<file path="config.mk">
export PLATFORM = sky130hd
export DESIGN_NAME = circular_fifo_with_dump_flat
export DESIGN_NICKNAME = d
export VERILOG_FILES = /design/src/cfwd_pkg.sv /design/src/cfwd_req_if.sv /design/src/cfwd_res_if.sv /design/src/cfwd_dp.sv /design/src/cfwd_ctrl.sv /design/src/circular_fifo_with_dump.sv /design/src/flat_wrapper.sv
export SDC_FILE = /design/constraint.sdc
export NUM_CORES = 1
export LEC_CHECK = 0
export BUFFER_PORTS_ARGS = -buffer_cell sky130_fd_sc_hd__buf_2
export CAP_MARGIN = 10
export CELL_PAD_IN_SITES_DETAIL_PLACEMENT = 1
export CELL_PAD_IN_SITES_GLOBAL_PLACEMENT = 2
export CORE_UTILIZATION = 40
export DETAILED_ROUTE_END_ITERATION = 8
export PLACE_DENSITY = 0.8
export SLEW_MARGIN = 10
export SYNTH_ARGS = -nofsm -noshare
export SYNTH_HDL_FRONTEND = slang
export SYNTH_SLANG_ARGS = --single-unit
</file>
<file path="constraint.sdc">
create_clock -name i_clk -period 7.2 [get_ports i_clk]
set_input_delay 0.72 -clock i_clk [delete_from_list [all_inputs] [get_ports i_clk]]
set_output_delay 0.72 -clock i_clk [all_outputs]
set_load 0.01 [all_outputs]
</file>
<file path="src/cfwd_pkg.sv">
// Package with the shared types, sizes and helper functions of the circular FIFO.
`default_nettype none

package cfwd_pkg;

    localparam int DEPTH = 64;
    localparam int AW    = $clog2(DEPTH);
    localparam int LW    = $clog2(DEPTH + 1);
    localparam int DW    = 8;

    localparam logic [LW-1:0] LEN_MIN = LW'(2);
    localparam logic [LW-1:0] LEN_MAX = LW'(DEPTH);

    typedef enum logic [1:0] {
        REQ_INSERT = 2'd0,
        REQ_POP    = 2'd1,
        REQ_DUMP   = 2'd2,
        REQ_CLEAR  = 2'd3
    } t_req;

    typedef enum logic [1:0] {
        ST_OK    = 2'd0,
        ST_FULL  = 2'd1,
        ST_EMPTY = 2'd2
    } t_status;

    // Commands from the controller to the datapath.
    typedef struct packed {
        logic    latch;
        logic    do_insert;
        logic    do_pop;
        logic    dump_start;
        logic    dump_step;
        logic    do_clear;
        logic    load_out;
        t_status status;
        logic    data_sel;
        logic    last_from_cur;
    } t_cmd;

    // Status from the datapath to the controller.
    typedef struct packed {
        t_req req;
        logic full;
        logic empty;
        logic out_free;
        logic cur_is_tail;
    } t_dp_stat;

    // Advance a pointer by one slot, wrapping at the ring length.
    function automatic logic [AW-1:0] f_next(input logic [AW-1:0] p, input logic [LW-1:0] len);
        logic [LW-1:0] n;
        n = LW'(p) + LW'(1);
        return (n >= len) ? '0 : n[AW-1:0];
    endfunction

    // Clamp a written ring length into the supported range.
    function automatic logic [LW-1:0] f_clamp(input logic [LW-1:0] v);
        logic [LW-1:0] r;
        r = v;
        if (v < LEN_MIN) r = LEN_MIN;
        else if (v > LEN_MAX) r = LEN_MAX;
        return r;
    endfunction

    // Number of bytes held between the head and tail pointers.
    function automatic logic [AW-1:0] f_count(input logic [AW-1:0] h, input logic [AW-1:0] t,
                                              input logic [LW-1:0] len);
        logic [LW-1:0] c;
        if (h <= t) c = LW'(t) - LW'(h);
        else c = len - (LW'(h) - LW'(t));
        return c[AW-1:0];
    endfunction

endpackage

`default_nettype wire

</file>
<file path="src/cfwd_req_if.sv">
// Request channel interface: valid, ready and the request payload.
`default_nettype none

interface cfwd_req_if;
    logic       valid;
    logic       ready;
    logic [1:0] req_type;
    logic [7:0] data_in;

    modport source (output valid, output req_type, output data_in, input ready);
    modport sink   (input valid, input req_type, input data_in, output ready);
endinterface

`default_nettype wire

</file>
<file path="src/cfwd_res_if.sv">
// Result channel interface: valid, ready and the result payload.
`default_nettype none

interface cfwd_res_if;
    logic       valid;
    logic       ready;
    logic [1:0] status;
    logic [7:0] data_out;
    logic [5:0] item_count;
    logic       is_empty;
    logic       is_full;
    logic       last;

    modport source (output valid, output status, output data_out, output item_count,
                    output is_empty, output is_full, output last, input ready);
    modport sink   (input valid, input status, input data_out, input item_count,
                    input is_empty, input is_full, input last, output ready);
endinterface

`default_nettype wire

</file>
<file path="src/cfwd_dp.sv">
// Datapath of the circular FIFO: pointers, slot memory, dump cursor and result register.
`default_nettype none

module cfwd_dp
    import cfwd_pkg::*;
(
    input  wire logic          i_clk,
    input  wire logic          i_rst_n,
    input  wire logic          i_cfg_we,
    input  wire logic [LW-1:0] i_cfg_data,
    input  wire logic [1:0]    i_req_type,
    input  wire logic [DW-1:0] i_data_in,
    input  wire t_cmd          i_cmd,
    input  wire logic          i_res_ready,
    output t_dp_stat           o_stat,
    output logic               o_res_valid,
    output logic [1:0]         o_status,
    output logic [DW-1:0]      o_data_out,
    output logic [AW-1:0]      o_item_count,
    output logic               o_is_empty,
    output logic               o_is_full,
    output logic               o_last
);

    logic [AW-1:0] r_head, n_head;
    logic [AW-1:0] r_tail, n_tail;
    logic [LW-1:0] r_len;
    logic [AW-1:0] r_cur;
    t_req          r_req;
    logic [DW-1:0] r_din;
    logic [DW-1:0] r_mem [DEPTH];
    logic [DW-1:0] r_rd_data;
    logic          r_out_valid;
    logic [1:0]    r_status;
    logic [DW-1:0] r_data_out;
    logic [AW-1:0] r_count;
    logic          r_empty;
    logic          r_full;
    logic          r_last;

    logic [AW-1:0] head_nx;
    logic [AW-1:0] tail_nx;
    logic [AW-1:0] cur_nx;
    logic [AW-1:0] rd_addr;
    logic          rd_en;
    logic          out_free;

    assign head_nx  = f_next(r_head, r_len);
    assign tail_nx  = f_next(r_tail, r_len);
    assign cur_nx   = f_next(r_cur, r_len);
    assign rd_addr  = i_cmd.dump_step ? cur_nx : head_nx;
    assign rd_en    = i_cmd.do_pop | i_cmd.dump_start | i_cmd.dump_step;
    assign out_free = !r_out_valid || i_res_ready;

    always_comb begin
        n_head = r_head;
        n_tail = r_tail;
        if (i_cmd.do_clear) begin
            n_head = '0;
            n_tail = '0;
        end else begin
            if (i_cmd.do_insert) n_tail = tail_nx;
            if (i_cmd.do_pop)    n_head = head_nx;
        end
    end

    always_ff @(posedge i_clk) begin
        if (!i_rst_n) begin
            r_head <= '0;
            r_tail <= '0;
            r_len  <= LEN_MAX;
        end else if (i_cfg_we) begin
            r_len  <= f_clamp(i_cfg_data);
            r_head <= '0;
            r_tail <= '0;
        end else begin
            r_head <= n_head;
            r_tail <= n_tail;
        end
    end

    always_ff @(posedge i_clk) begin
        if (i_cmd.latch) begin
            r_req <= t_req'(i_req_type);
            r_din <= i_data_in;
        end
        if (i_cmd.dump_start) r_cur <= head_nx;
        else if (i_cmd.dump_step) r_cur <= cur_nx;
    end

    // Slot memory: one write port, one registered read port.
    always_ff @(posedge i_clk) begin
        if (i_cmd.do_insert) r_mem[tail_nx] <= r_din;
        if (rd_en) r_rd_data <= r_mem[rd_addr];
    end

    always_ff @(posedge i_clk) begin
        if (!i_rst_n) begin
            r_out_valid <= 1'b0;
        end else if (i_cmd.load_out) begin
            r_out_valid <= 1'b1;
        end else if (i_res_ready) begin
            r_out_valid <= 1'b0;
        end
    end

    // Flags and count follow the pointers as they stand after the request.
    always_ff @(posedge i_clk) begin
        if (i_cmd.load_out) begin
            r_status   <= i_cmd.status;
            r_data_out <= i_cmd.data_sel ? r_rd_data : '0;
            r_count    <= f_count(n_head, n_tail, r_len);
            r_empty    <= (n_head == n_tail);
            r_full     <= (f_next(n_tail, r_len) == n_head);
            r_last     <= i_cmd.last_from_cur ? (r_cur == r_tail) : 1'b1;
        end
    end

    assign o_stat.req         = r_req;
    assign o_stat.full        = (tail_nx == r_head);
    assign o_stat.empty       = (r_head == r_tail);
    assign o_stat.out_free    = out_free;
    assign o_stat.cur_is_tail = (r_cur == r_tail);

    assign o_res_valid  = r_out_valid;
    assign o_status     = r_status;
    assign o_data_out   = r_data_out;
    assign o_item_count = r_count;
    assign o_is_empty   = r_empty;
    assign o_is_full    = r_full;
    assign o_last       = r_last;

endmodule

`default_nettype wire

</file>
<file path="src/cfwd_ctrl.sv">
// Controller state machine of the circular FIFO: sequences each request over the datapath.
`default_nettype none

module cfwd_ctrl
    import cfwd_pkg::*;
(
    input  wire logic     i_clk,
    input  wire logic     i_rst_n,
    input  wire logic     i_req_valid,
    input  wire t_dp_stat i_stat,
    output logic          o_req_ready,
    output t_cmd          o_cmd
);

    typedef enum logic [1:0] {
        S_IDLE,
        S_EXEC,
        S_EMIT
    } t_state;

    t_state r_state, n_state;

    assign o_req_ready = (r_state == S_IDLE);

    always_comb begin
        o_cmd         = '0;
        o_cmd.status  = ST_OK;
        n_state       = r_state;
        unique case (r_state)
            S_IDLE: begin
                if (i_req_valid) begin
                    o_cmd.latch = 1'b1;
                    n_state     = S_EXEC;
                end
            end
            S_EXEC: begin
                unique case (i_stat.req)
                    REQ_INSERT: begin
                        if (i_stat.out_free) begin
                            o_cmd.load_out  = 1'b1;
                            o_cmd.status    = i_stat.full ? ST_FULL : ST_OK;
                            o_cmd.do_insert = !i_stat.full;
                            n_state         = S_IDLE;
                        end
                    end
                    REQ_POP, REQ_DUMP: begin
                        if (i_stat.empty) begin
                            if (i_stat.out_free) begin
                                o_cmd.load_out = 1'b1;
                                o_cmd.status   = ST_EMPTY;
                                n_state        = S_IDLE;
                            end
                        end else begin
                            o_cmd.do_pop     = (i_stat.req == REQ_POP);
                            o_cmd.dump_start = (i_stat.req == REQ_DUMP);
                            n_state          = S_EMIT;
                        end
                    end
                    REQ_CLEAR: begin
                        if (i_stat.out_free) begin
                            o_cmd.load_out = 1'b1;
                            o_cmd.do_clear = 1'b1;
                            n_state        = S_IDLE;
                        end
                    end
                endcase
            end
            S_EMIT: begin
                if (i_stat.out_free) begin
                    o_cmd.load_out = 1'b1;
                    o_cmd.data_sel = 1'b1;
                    if (i_stat.req == REQ_DUMP) begin
                        o_cmd.last_from_cur = 1'b1;
                        if (i_stat.cur_is_tail) n_state = S_IDLE;
                        else o_cmd.dump_step = 1'b1;
                    end else begin
                        n_state = S_IDLE;
                    end
                end
            end
            default: n_state = S_IDLE;
        endcase
    end

    always_ff @(posedge i_clk) begin
        if (!i_rst_n) begin
            r_state <= S_IDLE;
        end else begin
            r_state <= n_state;
        end
    end

endmodule

`default_nettype wire

</file>
<file path="src/circular_fifo_with_dump.sv">
// Top level of the circular byte FIFO with insert, pop, dump and clear requests.
// Sequence: an insert, a clear or a refused request loads its result in the execute state
// once the output register is free; a pop loads it in the emit state, after the registered
// read of the slot memory. A dump of n held bytes loads one result a cycle in the emit state
// while the output register is free. One request at a time: the next item is accepted when
// the controller is idle again, after the last result of the previous one is loaded.
// Reset (synchronous, active low) empties the ring and sets the ring length to its maximum.
`default_nettype none

module circular_fifo_with_dump
    import cfwd_pkg::*;
(
    input  wire logic          i_clk,
    input  wire logic          i_rst_n,
    input  wire logic          i_cfg_we,
    input  wire logic [LW-1:0] i_cfg_data,
    cfwd_req_if.sink           i_req,
    cfwd_res_if.source         o_res
);

    // The controller and the datapath talk only through these two structures.
    t_cmd     cmd;
    t_dp_stat stat;

    // Output payload from the datapath's result register.
    logic [AW-1:0] item_count;

    // The controller accepts an item only when it is idle. A finished result sits in the
    // datapath's output register, so a new item may be accepted while it waits to be taken;
    // the controller then holds back before overwriting that register.
    cfwd_ctrl u_ctrl (
        .i_clk       (i_clk),
        .i_rst_n     (i_rst_n),
        .i_req_valid (i_req.valid),
        .i_stat      (stat),
        .o_req_ready (i_req.ready),
        .o_cmd       (cmd)
    );

    // The datapath keeps the head and tail pointers, the slot memory, the dump cursor and
    // the result register. A write of the ring length also clears both pointers, so held
    // bytes are dropped.
    cfwd_dp u_dp (
        .i_clk        (i_clk),
        .i_rst_n      (i_rst_n),
        .i_cfg_we     (i_cfg_we),
        .i_cfg_data   (i_cfg_data),
        .i_req_type   (i_req.req_type),
        .i_data_in    (i_req.data_in),
        .i_cmd        (cmd),
        .i_res_ready  (o_res.ready),
        .o_stat       (stat),
        .o_res_valid  (o_res.valid),
        .o_status     (o_res.status),
        .o_data_out   (o_res.data_out),
        .o_item_count (item_count),
        .o_is_empty   (o_res.is_empty),
        .o_is_full    (o_res.is_full),
        .o_last       (o_res.last)
    );

    // The count field is six bits wide, which matches the pointer width at full depth.
    assign o_res.item_count = 6'(item_count);

endmodule

`default_nettype wire
</file>
<file path="src/flat_wrapper.sv">
// flat-port wrapper written by rule: the top's interface ports become plain ports
module circular_fifo_with_dump_flat import cfwd_pkg::*;
  (i_clk, i_rst_n, i_cfg_we, i_cfg_data, i_req_valid, i_req_req_type, i_req_data_in, i_req_ready, o_res_valid, o_res_status, o_res_data_out, o_res_item_count, o_res_is_empty, o_res_is_full, o_res_last, o_res_ready);
  cfwd_req_if i_req_i ();
  cfwd_res_if o_res_i ();
  input  wire logic i_clk;
  input  wire logic i_rst_n;
  input  wire logic i_cfg_we;
  input  wire logic [LW-1:0] i_cfg_data;
  input wire logic [$bits(i_req_i.valid)-1:0] i_req_valid;
  input wire logic [$bits(i_req_i.req_type)-1:0] i_req_req_type;
  input wire logic [$bits(i_req_i.data_in)-1:0] i_req_data_in;
  output wire logic [$bits(i_req_i.ready)-1:0] i_req_ready;
  output wire logic [$bits(o_res_i.valid)-1:0] o_res_valid;
  output wire logic [$bits(o_res_i.status)-1:0] o_res_status;
  output wire logic [$bits(o_res_i.data_out)-1:0] o_res_data_out;
  output wire logic [$bits(o_res_i.item_count)-1:0] o_res_item_count;
  output wire logic [$bits(o_res_i.is_empty)-1:0] o_res_is_empty;
  output wire logic [$bits(o_res_i.is_full)-1:0] o_res_is_full;
  output wire logic [$bits(o_res_i.last)-1:0] o_res_last;
  input wire logic [$bits(o_res_i.ready)-1:0] o_res_ready;
  assign i_req_i.valid = i_req_valid;
  assign i_req_i.req_type = i_req_req_type;
  assign i_req_i.data_in = i_req_data_in;
  assign i_req_ready = i_req_i.ready;
  assign o_res_valid = o_res_i.valid;
  assign o_res_status = o_res_i.status;
  assign o_res_data_out = o_res_i.data_out;
  assign o_res_item_count = o_res_i.item_count;
  assign o_res_is_empty = o_res_i.is_empty;
  assign o_res_is_full = o_res_i.is_full;
  assign o_res_last = o_res_i.last;
  assign o_res_i.ready = o_res_ready;
  circular_fifo_with_dump u_core (.i_clk(i_clk), .i_rst_n(i_rst_n), .i_cfg_we(i_cfg_we), .i_cfg_data(i_cfg_data), .i_req(i_req_i), .o_res(o_res_i));
endmodule
</file>
### Yosys cells after proc, flatten, opt, wreduce, memory -nomap -nowiden

Memories as Yosys holds them, arrays and structs flattened. A register that Yosys moved wholly into a read port is not among the register bits.
Index checks and enable logic that the tools add are counted.

| storage, ports and cells | value |
|---|---|
| input port bits | 22 |
| register bits after elaboration | 57 |
| output and inout port bits | 21 |
| RAM bits | 512 |
| memories kept | 1 |

Memories:

| name | words | bits a word | read ports | clocked after Yosys merged registers in | write ports | RTL line | source |
|---|---|---|---|---|---|---|---|
| u_core.u_dp.r_mem | 64 | 8 | 1 | 1 | 1 | cfwd_dp.sv:31 | `logic [DW-1:0] r_mem [DEPTH];` |

| operators by class | value |
|---|---|
| reduce and logical (&&, ||, !) cells | 11 |
| multiplexer cells | 51 |
| bitwise operators | 3 |
| order comparisons | 7 |
| eq/ne operators | 13 |
| $add $sub $neg | 7 |

Operator list:

| cell | number |
|---|---|
| 6-bit 2-to-1 mux | 12 |
| 6-bit equality test | 5 |
| 6-bit by 1-bit adder with 7-bit output (second input constant) | 4 |
| 7-bit greater-or-equal comparator | 4 |
| 2-bit 2-to-1 mux | 11 |
| 6-bit subtractor | 3 |
| 1-bit 2-to-1 mux | 17 |
| 7-bit 2-to-1 mux | 2 |
| 3-bit 2-to-1 mux | 4 |
| 2-bit one-hot mux with 2 select lines | 2 |
| 7-bit greater-than comparator (second input constant) | 1 |
| 7-bit by 2-bit less-than comparator with 1-bit output (second input constant) | 1 |
| 2-bit equality test (second input constant) | 3 |
| 6-bit less-or-equal comparator | 1 |
| 2-bit one-hot mux with 3 select lines | 1 |
| 2-bit OR reduction | 3 |
| 2-bit by 1-bit equality test with 1-bit output (second input constant) | 2 |
| 2-bit zero test | 2 |
| 2-bit != test (second input constant) | 2 |
| 2-bit nonzero test | 2 |
| 3-bit by 2-bit != test with 1-bit output (second input constant) | 1 |
| 1-bit one-hot mux with 3 select lines | 1 |
| 3-bit AND reduction | 1 |
| 1-bit zero test | 2 |
| other kinds (4) | 5 |

### Logic depth before layout (Yosys ltp)

Gate-level depths: netlist of the first run.

| depth | value |
|---|---|
| depth after elaboration | 14 |
| depth in mapped cells | 31 |

### Modules after synthesis

From an unflattened synthesis of the first run, not the netlist that was laid out.

| unflattened totals | value |
|---|---|
| cells, all modules | 1967 |
| area, all modules | 25064.0 sq um |

By module, submodules not included:

| module | area an instance (sq um) | seq. area each (sq um) | cells each | times used |
|---|---|---|---|---|
| cfwd_dp | 24712.5 | 17066.4 | 1924 | 1 |
| cfwd_ctrl | 351.6 | 40.0 | 43 | 1 |

### Worst setup path before layout of the first run

OpenSTA, ideal clock, no wires.

| timing path | value |
|---|---|
| path kind | flip-flop to flip-flop |
| start point | register u_core.u_dp.r_tail[0] |
| end point | register u_core.u_dp.r_full (netlist: u_core.u_dp.o_is_full), data pin |
| data arrival time | 6.579 ns |
| stages on the path, launching flop included | 31 |
| clock period less this slack | 6.731 ns |
| setup slack | 0.469 ns |
| cell sequence | dfxtp_1 -> ha_1 -> nand3_2 -> or2_2 -> and2_1 -> clkbuf_1 -> inv_1 -> ha_1 -> a21o_1 -> a221o_1 -> a41o_1 -> mux2_4 -> nor3_1 -> o21ai_0 -> nor2_1 -> nand2_1 -> clkbuf_1 -> a21oi_1 -> ha_1 -> nand2_1 -> a221oi_4 -> xor2_1 -> ha_1 -> o21a_1 -> o21ai_0 -> a21oi_1 -> and4_1 -> o32ai_1 -> nor4bb_1 -> o211ai_1 -> a31oi_1 |

| between the ends | value |
|---|---|
| cells in the longest elaborated chain, start to end | 14 |

RTL lines:

| item | RTL line | source |
|---|---|---|
| start: declaration | cfwd_dp.sv:26 | `logic [AW-1:0] r_tail, n_tail;` |
| start signal: assignment | cfwd_dp.sv:78 | `r_tail <= n_tail;` |
| 6-bit by 1-bit adder with 7-bit output (*) | cfwd_pkg.sv:53 | `n = LW'(p) + LW'(1);` |
| 7-bit greater-or-equal comparator | cfwd_pkg.sv:54 | `return (n >= len) ? '0 : n[AW-1:0];` |
| 6-bit 2-to-1 mux (*) | cfwd_pkg.sv:54 |  |
| 6-bit equality test | cfwd_dp.sv:120 | `assign o_stat.full = (tail_nx == r_head);` |
| 1-bit zero test | cfwd_ctrl.sv:42 | `o_cmd.do_insert = !i_stat.full;` |
| 1-bit 2-to-1 mux | cfwd_ctrl.sv:39 | `if (i_stat.out_free) begin` |
| 1-bit 2-to-1 mux | cfwd_ctrl.sv:37 | `unique case (i_stat.req)` |
| 3-bit 2-to-1 mux | cfwd_ctrl.sv:29 | `unique case (r_state)` |
| 6-bit 2-to-1 mux (*) | cfwd_dp.sv:62 | `if (i_cmd.do_insert) n_tail = tail_nx;` |
| 6-bit 2-to-1 mux (*) | cfwd_dp.sv:58 | `if (i_cmd.do_clear) begin` |
| via u_core.u_dp.n_tail[1] | cfwd_dp.sv:26 |  |
| 6-bit by 1-bit adder with 7-bit output (*) | cfwd_pkg.sv:53 |  |
| 7-bit greater-or-equal comparator | cfwd_pkg.sv:54 |  |
| 6-bit 2-to-1 mux (*) | cfwd_pkg.sv:54 |  |
| 6-bit equality test (*) | cfwd_dp.sv:114 | `r_full <= (f_next(n_tail, r_len) == n_head);` |
| end signal: assignment | cfwd_dp.sv:114 |  |
| end: declaration | cfwd_dp.sv:38 | `logic r_full;` |

The timed path passes the listed nets; every way through them passes the cells marked *.
A chain may end at the register's enable or synchronous reset.

### Final worst setup path of the first run

| timing path | value |
|---|---|
| start point | register u_core.u_dp.r_tail[3] |
| end point | register u_core.u_dp.r_full (netlist: u_core.u_dp.o_is_full), data pin |

The elaborated chain is that of the path after synthesis.

==> results_dict.tcl, run 1 <==
set metrics [dict create \
    cts_sinks 577 \
    dieArea_mm2 0.06375 \
    antenna_left 0 \
    grt_setup_unrepaired "false" \
    min_period_ns 6.879 \
    critPathLaunchType "flop" \
    post_drt_wl_per_cell_um 24.67 \
    async_reset_ff_frac 0 \
    synth_edf_count 555 \
    dp_hpwl_um 46860 \
    power_w 0.007145 \
    drcViolationCount 0 \
    tightest_slew_ns 1.198 \
    routed_wl_um 74340 \
    ys_types 71 \
    hold_viol 0 \
    clockRootBuffer "clkbuf_16" \
    yosysSeqAreaShare 0.6816 \
    grt_pass1_vias 17645 \
    portBuffers 42 \
    die_w_um 252.5 \
    arrival_ns 7.33 \
    place_congestion 0.8843 \
    ir_worst_vdd_mv 0.2182 \
    drt_first_pass_iters 7 \
    finalSetupTns_ns 0 \
    ctsHtreeMaxLevel 3 \
    coreArea_mm2 0.06183 \
    io_pins 43 \
    cts-buffers-inserted 66 \
    grt_use_total 0.2344 \
    max_freq_ghz 0.1454 \
    cp.required_ns 7.65 \
    drv_slew 0 \
    skew_ns 0.02273 \
    vias 16950 \
    clkTransAtPathRegs_ns 0.06 \
    max_slew_margin 0.1952 \
    cap_violations 0 \
    area_delta_synth_final_pct 13.70 \
    power_density_mw_per_mm2 250.4 \
    status "complete, no violations" \
    die_h_um 252.5 \
    grt_pass1_wl_um 110700 \
    holdWs_ns 0.2862 \
    cts_tree "built" \
    grt_max_degree 117 \
    drtIter0Drc 1181 \
    syn_area_per_cell_um2 12.11 \
    layout_worst_path_cycle_share 0.9555 \
    synth_seq_cells 577 \
    fin_util 0.4616 \
    hold_class "in2reg" \
    setup_viol 0 \
    pre_cts_ws_ns 0.02032 \
    insertion_delay_ns 0.61 \
    vias_per_cell 5.626 \
    synth_flop_cell "edfxtp_1" \
    syn-num-nets 2152 \
    worstPathMaxFanout 11 \
    syn_area_mm2 0.02510 \
    fillerInstances 6426 \
    cts.path.max_buffers 3 \
    leakage_nw 9.807 \
    synth-warning-count 0 \
    nets 2210 \
    endpoint_kind "flop" \
    core.rowCount 91 \
    antenna_found_initial 3 \
    layout-drive-gt1-share 0.1044 \
    overflow 0 \
    criticalPathCategory "reg2reg" \
    start_util 0.4059 \
    syn_inst 2072 \
    finalWorstSetupSlack_ns 0.3206 \
]
-- cells in the mapped netlist, drive strengths merged, types with 4 or more instances --
cell	number	area [um^2]
edfxtp	555	16670
nand2	504	1894
nand3	226	1141
clkbuf	95	356.6
nor2	95	356.6
a21oi	88	440.4
ha	52	650.6
mux2i	40	400.4
inv	39	146.4
a31oi	36	225.2
a32oi	32	280.3
nor4	29	181.4
nor3	27	135.1
and3	25	156.4
o21ai	24	123.9
xor2	24	210.2
dfxtp	22	440.4
buf	16	70.07
xnor2	16	147.7
a21o	13	97.59
and2	10	65.06
nor2b	9	56.30
o22ai	8	50.05
nand4	7	43.79
o211ai	7	52.55
fa	6	120.1
nand2b	6	37.54
or2	6	37.54
a211oi	4	30.03
or3	4	25.02
-- sequential cells by signal, indices dropped and copies added (netlist names), 6 cells and up --
name	flops
u_core.u_dp.r_din	8
u_core.u_dp.r_tail	6
u_core.u_dp.r_head	6
u_core.u_dp.r_mem	512
u_core.u_dp.o_data_out	8
u_core.u_dp.r_rd_data	8
u_core.u_dp.o_item_count	6
u_core.u_dp.r_cur	6
u_core.u_dp.r_len	7
-- cells by family (layout without fill, tap and decap cells) --
group	count (synthesis)	count (layout)	synth area share
and+or+nand+nor	961	961	0.1690
DFF	577	577	0.6816
AOI/OAI and AO/OA	242	242	0.06326
buffers and inverters	150	253	0.02283
adders and majority gates	58	58	0.03071
muxes	43	43	0.01745
xor gates and xnor gates	41	41	0.01516
other	0	1	0
-- power by group --
part           switching [W]  internal, W
clock network        0.00133      0.00181
logic               0.000223    0.0000827
registers         0.00000462      0.00369
total                0.00155      0.00559
-- final timing paths --
kind / end / from / slack, ns / cells after the start
setup / recovery: u_core.u_dp.o_is_full / u_core.u_dp.r_tail[3] / 0.32 / 25
hold / removal: u_core.u_dp.r_din[5] / i_req_data_in[5] / 0.29 / 1
setup reg to reg: u_core.u_dp.o_is_full / u_core.u_dp.r_tail[3] / 0.32 / 25
hold reg to reg: u_core.u_dp.r_len[6] / u_core.u_dp.r_len[6] / 0.51 / 2
-- worst max-delay path: stages (launching register included) --
cell and delay (ns):
dfxtp_1 0.51, and3_1 0.23, and3_1 0.29, xnor2_2 0.21
inv_1 0.15, ha_1 0.29, and2_1 0.19, a221o_1 0.34
a41o_2 0.34, mux2_4 0.33, or4_4 0.58, a2111o_1 0.50
and2_4 0.23, nor2_1 0.31, xor2_1 0.20, ha_1 0.25
o21ai_0 0.19, a21oi_1 0.06, o21a_1 0.17, o21ai_0 0.21
a21oi_2 0.15, buf_4 0.17, or4_1 0.41, a21oi_1 0.15
mux2i_1 0.09, a31oi_1 0.17
-- metal layers --
metal | part of all wire | global-route usage
met1 | 0.44 | 0.3145
met5 | 0 | 0
met2 | 0.49 | 0.3915
met4 | 0.025 | 0.07238
met3 | 0.051 | 0.03532
-- per-stage QoR --
stage | std cells | instance area [um^2]
finish | 3013 | 28540
global route | 3012 | 28530
CTS | 3011 | 28490
detailed placement | 2898 | 26490
global placement | 2898 | 26490
floorplan | 2072 | 25100
-- cell type report --
cell class | count | area, um^2 | share of cell area
multi-input combinational | 1345 | 7513 | 0.2633
timing repair buffer | 101 | 728.2 | 0.02552
tap | 837 | 1047 | 0.03670
inverter | 39 | 146.4 | 0.005130
antenna | 1 | 2.502 | 0.00008769
sequential | 577 | 17110 | 0.5995
clock inverter | 34 | 227.7 | 0.007980
clock buffer | 79 | 1764 | 0.06182
-- layout by cell type, fill, tap and decap left out, types with 8 or more instances in the layout --
| cell | count |
|---|---|
| xnor2_1 | 14 |
| clkbuf_16 | 69 |
| nor4_1 | 29 |
| a32oi_1 | 32 |
| a21o_1 | 13 |
| clkbuf_1 | 10 |
| buf_4 | 53 |
| xor2_1 | 24 |
| clkinv_1 | 16 |
| edfxtp_1 | 555 |
| a31oi_1 | 36 |
| nand2_1 | 503 |
| buf_2 | 42 |
| a21oi_1 | 87 |
| mux2i_1 | 40 |
| nand3_1 | 224 |
| nor2b_1 | 9 |
| dfxtp_1 | 21 |
| and2_1 | 9 |
| inv_1 | 38 |
| nor2_1 | 88 |
| clkinv_2 | 8 |
| o21ai_0 | 22 |
| nor3_1 | 23 |
| and3_1 | 25 |
| ha_1 | 51 |
-- timing repair --
item	in CTS	in global routing
gates resized for setup	1	7
hold buffers	0	0
buffers inserted	0	1
setup endpoints to repair	1	1
pin swaps	0	2
(Power assumes the default switching activity.)
==> run 2, diff against run 1 <==
--- a/config.mk
+++ b/config.mk
@@ -9,6 +9,7 @@
 export CAP_MARGIN = 10
 export CELL_PAD_IN_SITES_DETAIL_PLACEMENT = 1
 export CELL_PAD_IN_SITES_GLOBAL_PLACEMENT = 2
+export CORE_ASPECT_RATIO = 1.75
 export CORE_UTILIZATION = 40
 export DETAILED_ROUTE_END_ITERATION = 8
 export PLACE_DENSITY = 0.8
==> run 2 against run 1 <==
  * Register-to-register slack better by 0.19 ns
  * Critical path type unchanged
  * Highest routed layer unchanged
  * Sequential share of layout area is 0.74 points higher
  * Maximum frequency grew 2.8%
  * Die area about the same
  * First-iteration DRC count decreased by 16%
  * Global-route usage rose by 0.56 points
  * Total power decreased by 3.4%
  * Final area shrank 1.2%
  * Cell count shrank 1.9%
==> results_dict.tcl, run 2 (synthesized netlist as in run 1, its figures left out) <==
set metrics [dict create \
    place_congestion 0.9209 \
    regMostFlops "u_core.u_dp.r_mem" \
    drv_slew 0 \
    max_freq_ghz 0.1494 \
    ir_worst_vdd_mv 0.1967 \
    ctsHtreeMaxLevel 2 \
    hold_class "in2reg" \
    criticalPathCategory "reg2reg" \
    endpoint_kind "flop" \
    slowest_delay_ns 0.41 \
    cts_tree "built" \
    tightest_slew_ns 1.207 \
    cap_violations 0 \
    insertion_delay_ns 0.61 \
    overflow 0 \
    layout-drive-gt1-share 0.1002 \
    routed_wl_um 76230 \
    antenna_left 0 \
    fin_util 0.4541 \
    crit_path_end "u_core.u_dp.o_is_full" \
    worstPathMaxFanout 6 \
    layout_commonest_cell "edfxtp_1" \
    largest_register_ffs 512 \
    antenna_found_initial 1 \
    cts.path.max_buffers 3 \
    io_pins 43 \
    grt_use_total 0.2400 \
    r2r-start "u_core.u_dp.r_tail[0]" \
    power_density_mw_per_mm2 244.8 \
    post-route-cell-area_mm2 0.02819 \
    portBuffers 42 \
    area_delta_synth_final_pct 12.32 \
    status "complete, no violations" \
    crit_slowest_cell "dfxtp_1" \
    drcViolationCount 0 \
    hold_buffers 0 \
    hold_viol 0 \
    die_h_um 333.4 \
    cts_sinks 577 \
    final_cell_mix "edfxtp_1 (555), nand2_1 (503), nand3_1 (224)" \
    drt_first_pass_iters 5 \
    startpoint "u_core.u_dp.r_tail[0]" \
    arrival_ns 7.13 \
    clockRootBuffer "clkbuf_16" \
    grt_pass1_vias 17796 \
    coreArea_mm2 0.06207 \
    vias 16672 \
    layout_worst_path_cycle_share 0.9295 \
    reg2reg_setup_slack_ns 0.51 \
    min_period_ns 6.693 \
    start_util 0.4043 \
    vias_per_cell 5.640 \
    die_w_um 191.4 \
    critPathLaunchType "flop" \
    post_drt_wl_per_cell_um 25.79 \
    cts-buffers-inserted 52 \
    setup_viol 0 \
    dieArea_mm2 0.06379 \
    leakage_nw 9.679 \
    dpl_cell_area_mm2 0.02637 \
    drtIter0Drc 994 \
    r2r-end "u_core.u_dp.o_is_full" \
    skew_ns 0.03625 \
    r2r_cells 29 \
    max_slew_margin 0.1894 \
    holdWs_ns 0.3153 \
    clkTransAtPathRegs_ns 0.07 \
    dp_hpwl_um 51610 \
    core.rowCount 121 \
    nets 2194 \
    cp.required_ns 7.64 \
    grt_max_degree 65 \
    grt_pass1_wl_um 112200 \
]
run 2: worst max-delay path, delay by kind of cell (launching register included):
family | cells | cell delay [ns]
compound gates | 11 | 2.01
xor+xnor | 1 | 0.11
fa+ha+maj | 4 | 1.08
buf+inv | 3 | 0.39
flops | 1 | 0.41
mux | 2 | 0.66
simple gates | 8 | 1.88
run 2: timing repair:
item,4_1_cts,5_1_grt
pin swaps,0,2
cloned,0,1
setup endpoints to repair,1,1
resized for setup,1,8
buffers inserted,0,1
run 2: metrics by stage:
stage               setup TNS [ns]  std cells  power, W  worst slack [ns]
floorplan                        0       2072  0.003940            0.4692
global placement                 0       2856  0.004060            0.1179
detailed placement         -0.1077       2856  0.004071           -0.1077
CTS                              0       2952  0.006953           0.05685
global route             -0.004848       2955  0.007072         -0.004848
finish                           0       2956  0.006901            0.5074
run 2: worst min-delay path by stage:
| stage | startpoint | end | slack, ns | cells after the start |
|---|---|---|---|---|
| floorplan | u_core.u_dp.r_len[6] | u_core.u_dp.r_len[6] | 0.48 | 2 |
| global placement | u_core.u_dp.r_len[6] | u_core.u_dp.r_len[6] | 0.50 | 2 |
| detailed placement | u_core.u_dp.r_len[6] | u_core.u_dp.r_len[6] | 0.52 | 2 |
| CTS | i_req_data_in[4] | u_core.u_dp.r_din[4] | 0.28 | 1 |
| global route | i_req_data_in[5] | u_core.u_dp.r_din[5] | 0.29 | 1 |
| finish | i_req_data_in[4] | u_core.u_dp.r_din[4] | 0.32 | 1 |
run 2: layer usage:
metal | track usage | share of wire | up-vias
li1 | - | - | 7661
met1 | 0.2515 | 0.36 | 8406
met2 | 0.4568 | 0.55 | 427
met3 | 0.02473 | 0.037 | 178
met4 | 0.1348 | 0.061 | 0
met5 | 0 | 0 | -
run 2: layout make-up:
cell class | instances | area [um^2]
multi-input cells | 1346 | 7510
diodes | 1 | 2.502
inverters | 39 | 146.4
clock buffers | 59 | 1328
fillers | 6492 | 33880
well taps | 799 | 999.7
flip-flops and latches | 577 | 17110
repair buffers | 98 | 665.6
clock inverters | 37 | 431.7
run 2: report_power, final:
| part | internal (W) | leakage (nW) | switching, W |
|---|---|---|---|
| Combinational | 0.0000818 | 3.65 | 0.000220 |
| Sequential | 0.00369 | 5.17 | 0.00000467 |
| Clock | 0.00165 | 0.866 | 0.00125 |
| Total | 0.00543 | 9.68 | 0.00147 |
==> run 3, diff against run 2 <==
--- a/config.mk
+++ b/config.mk
@@ -10,9 +10,9 @@
 export CELL_PAD_IN_SITES_DETAIL_PLACEMENT = 1
 export CELL_PAD_IN_SITES_GLOBAL_PLACEMENT = 2
 export CORE_ASPECT_RATIO = 1.75
-export CORE_UTILIZATION = 40
+export CORE_UTILIZATION = 35
 export DETAILED_ROUTE_END_ITERATION = 8
-export PLACE_DENSITY = 0.8
+export PLACE_DENSITY = 0.72
 export SLEW_MARGIN = 10
 export SYNTH_ARGS = -nofsm -noshare
 export SYNTH_HDL_FRONTEND = slang
==> run 3 against run 2 <==
  * Total power fell by 1.3%
  * Critical path depth unchanged
  * Cell count is 4.1% higher
  * Die area up 14%
  * Non-clock buffer count grew 2
  * Largest cell class unchanged
  * Clock power down 3%
  * Sequential power is essentially flat
  * Count of clock-buffer cells in the layout rose by 5
  * Flip-flop and latch count unchanged
  * Wire length increased by 3.8%
  * Worst hold slack worse by 0.025 ns
==> results_dict.tcl, run 3 (synthesized netlist as in run 1, its figures left out) <==
set metrics [dict create \
    largest_register_ffs 512 \
    regMostFlops "u_core.u_dp.r_mem" \
    setup_viol 0 \
    crit_top_cell "ha_1" \
    endpoint_kind "flop" \
    core.rowCount 129 \
    drv_slew 0 \
    critPathLaunchType "flop" \
    die_w_um 204.4 \
    grt_use_total 0.2185 \
    pre_cts_ws_ns 0.06477 \
    post-route-cell-area_mm2 0.02831 \
    cp.required_ns 7.55 \
    io_pins 43 \
    cap_violations 0 \
    max_freq_ghz 0.1490 \
    drt_first_pass_iters 5 \
    post_drt_wl_per_cell_um 25.72 \
    final_cell_mix "edfxtp_1 (555), nand2_1 (503), nand3_1 (224)" \
    die_h_um 356.2 \
    antenna_found_initial 1 \
    slowest_delay_ns 0.46 \
    hold_viol 0 \
    worstPathMaxFanout 10 \
    layout_worst_path_cycle_share 0.9319 \
    clockRootBuffer "clkbuf_16" \
    cp_num_buf_inv 3 \
    dieArea_mm2 0.07283 \
    drcViolationCount 0 \
    drtIter0Drc 1001 \
    dpl_cell_area_mm2 0.02657 \
    status "complete, no violations" \
    grt_pass1_wl_um 115900 \
    place_congestion 0.9014 \
    nets 2196 \
    coreArea_mm2 0.07086 \
    cts.path.max_buffers 3 \
    cts-buffers-inserted 53 \
    grt_pass1_vias 17898 \
    layout-drive-gt1-share 0.09773 \
    ir_worst_vdd_mv 0.1676 \
    cpLargestDelayFamily "simple AND/OR/NAND/NOR gates" \
    arrival_ns 7.06 \
    criticalPathCategory "reg2reg" \
    portBuffers 42 \
    clkTransAtPathRegs_ns 0.07 \
    min_period_ns 6.710 \
    fin_util 0.3996 \
    area_delta_synth_final_pct 12.81 \
    overflow 0 \
    ctsHtreeMaxLevel 2 \
    n_antenna_cell 0 \
    cts_sinks 577 \
    crit_slowest_cell "or3b_2" \
    routed_wl_um 79100 \
    vias_per_cell 5.459 \
    finalWorstSetupSlack_ns 0.4902 \
    layout_commonest_cell "edfxtp_1" \
    antenna_left 0 \
    max_slew_margin 0.1923 \
    vias 16791 \
    grt_max_degree 76 \
    dp_hpwl_um 53350 \
    insertion_delay_ns 0.62 \
    leakage_nw 9.665 \
    hold_class "in2reg" \
    tightest_slew_ns 1.202 \
    cts_tree "built" \
    start_util 0.3542 \
    power_density_mw_per_mm2 240.7 \
    skew_ns 0.03298 \
]
[run 3: area by class of cell]
class | instances | area, um^2
Fill cell | 7405 | 42540
Timing Repair Buffer | 100 | 715.7
Clock buffer | 64 | 1368
Multi-Input combinational cell | 1345 | 7515
Sequential cell | 577 | 17110
Tap cell | 917 | 1147
Inverter | 39 | 146.4
Clock inverter | 34 | 314.1
[run 3: through the flow]
step	power, W	hold WS [ns]	instances	TNS [ns]
floorplan	0.003940	0.4831	2072	0
global placement	0.004069	0.5115	2975	0
detailed placement	0.004077	0.5380	2975	0
CTS	0.006875	0.2581	3073	0
global route	0.006999	0.2689	3076	-0.0001670
finish	0.006814	0.2900	3076	0
[run 3: where the power goes]
part | leakage (nW) | internal (W) | switching, W | total [W]
registers | 5.17 | 0.00369 | 0.00000406 | 0.00370
clock network | 0.826 | 0.00154 | 0.00127 | 0.00281
logic | 3.67 | 0.0000828 | 0.000223 | 0.000306
total | 9.66 | 0.00531 | 0.00150 | 0.00681
[run 3: path summary, 6_finish.rpt]
path	start	end	slack [ns]	cells after the start
setup / recovery	u_core.u_dp.r_tail[0]	u_core.u_dp.o_is_full	0.49	29
hold / removal	i_req_data_in[4]	u_core.u_dp.r_din[4]	0.29	1
setup reg to reg	u_core.u_dp.r_tail[0]	u_core.u_dp.o_is_full	0.49	29
hold reg to reg	u_core.u_dp.r_len[6]	u_core.u_dp.r_len[6]	0.54	2
[run 3: worst register-to-register path: cells and delay by family, from the launching register on]
| family | cells | cell delay [ns] |
|---|---|---|
| AND/OR/NAND/NOR | 10 | 2.34 |
| AO/OA/AOI/OAI | 10 | 1.77 |
| adder cells (fa/ha/maj) | 4 | 1.03 |
| buffers and inverters | 3 | 0.45 |
| flip-flops | 1 | 0.35 |
| multiplexers | 1 | 0.34 |
| XOR/XNOR | 1 | 0.19 |
[run 3: what timing repair did]
item	4_1_cts	5_1_grt
endpoints found under the hold margin	0	0
hold buffers	0	0
setup endpoints to repair	0	1
gates resized for setup	0	10
buffers inserted	0	1
[run 3: metal layers]
metal / vias to the layer above / track usage / share of wire
met5: - / 0 / 0
met4: 0 / 0.1061 / 0.051
met3: 155 / 0.01882 / 0.026
met2: 341 / 0.4217 / 0.55
met1: 8641 / 0.2349 / 0.37
li1: 7654 / - / -
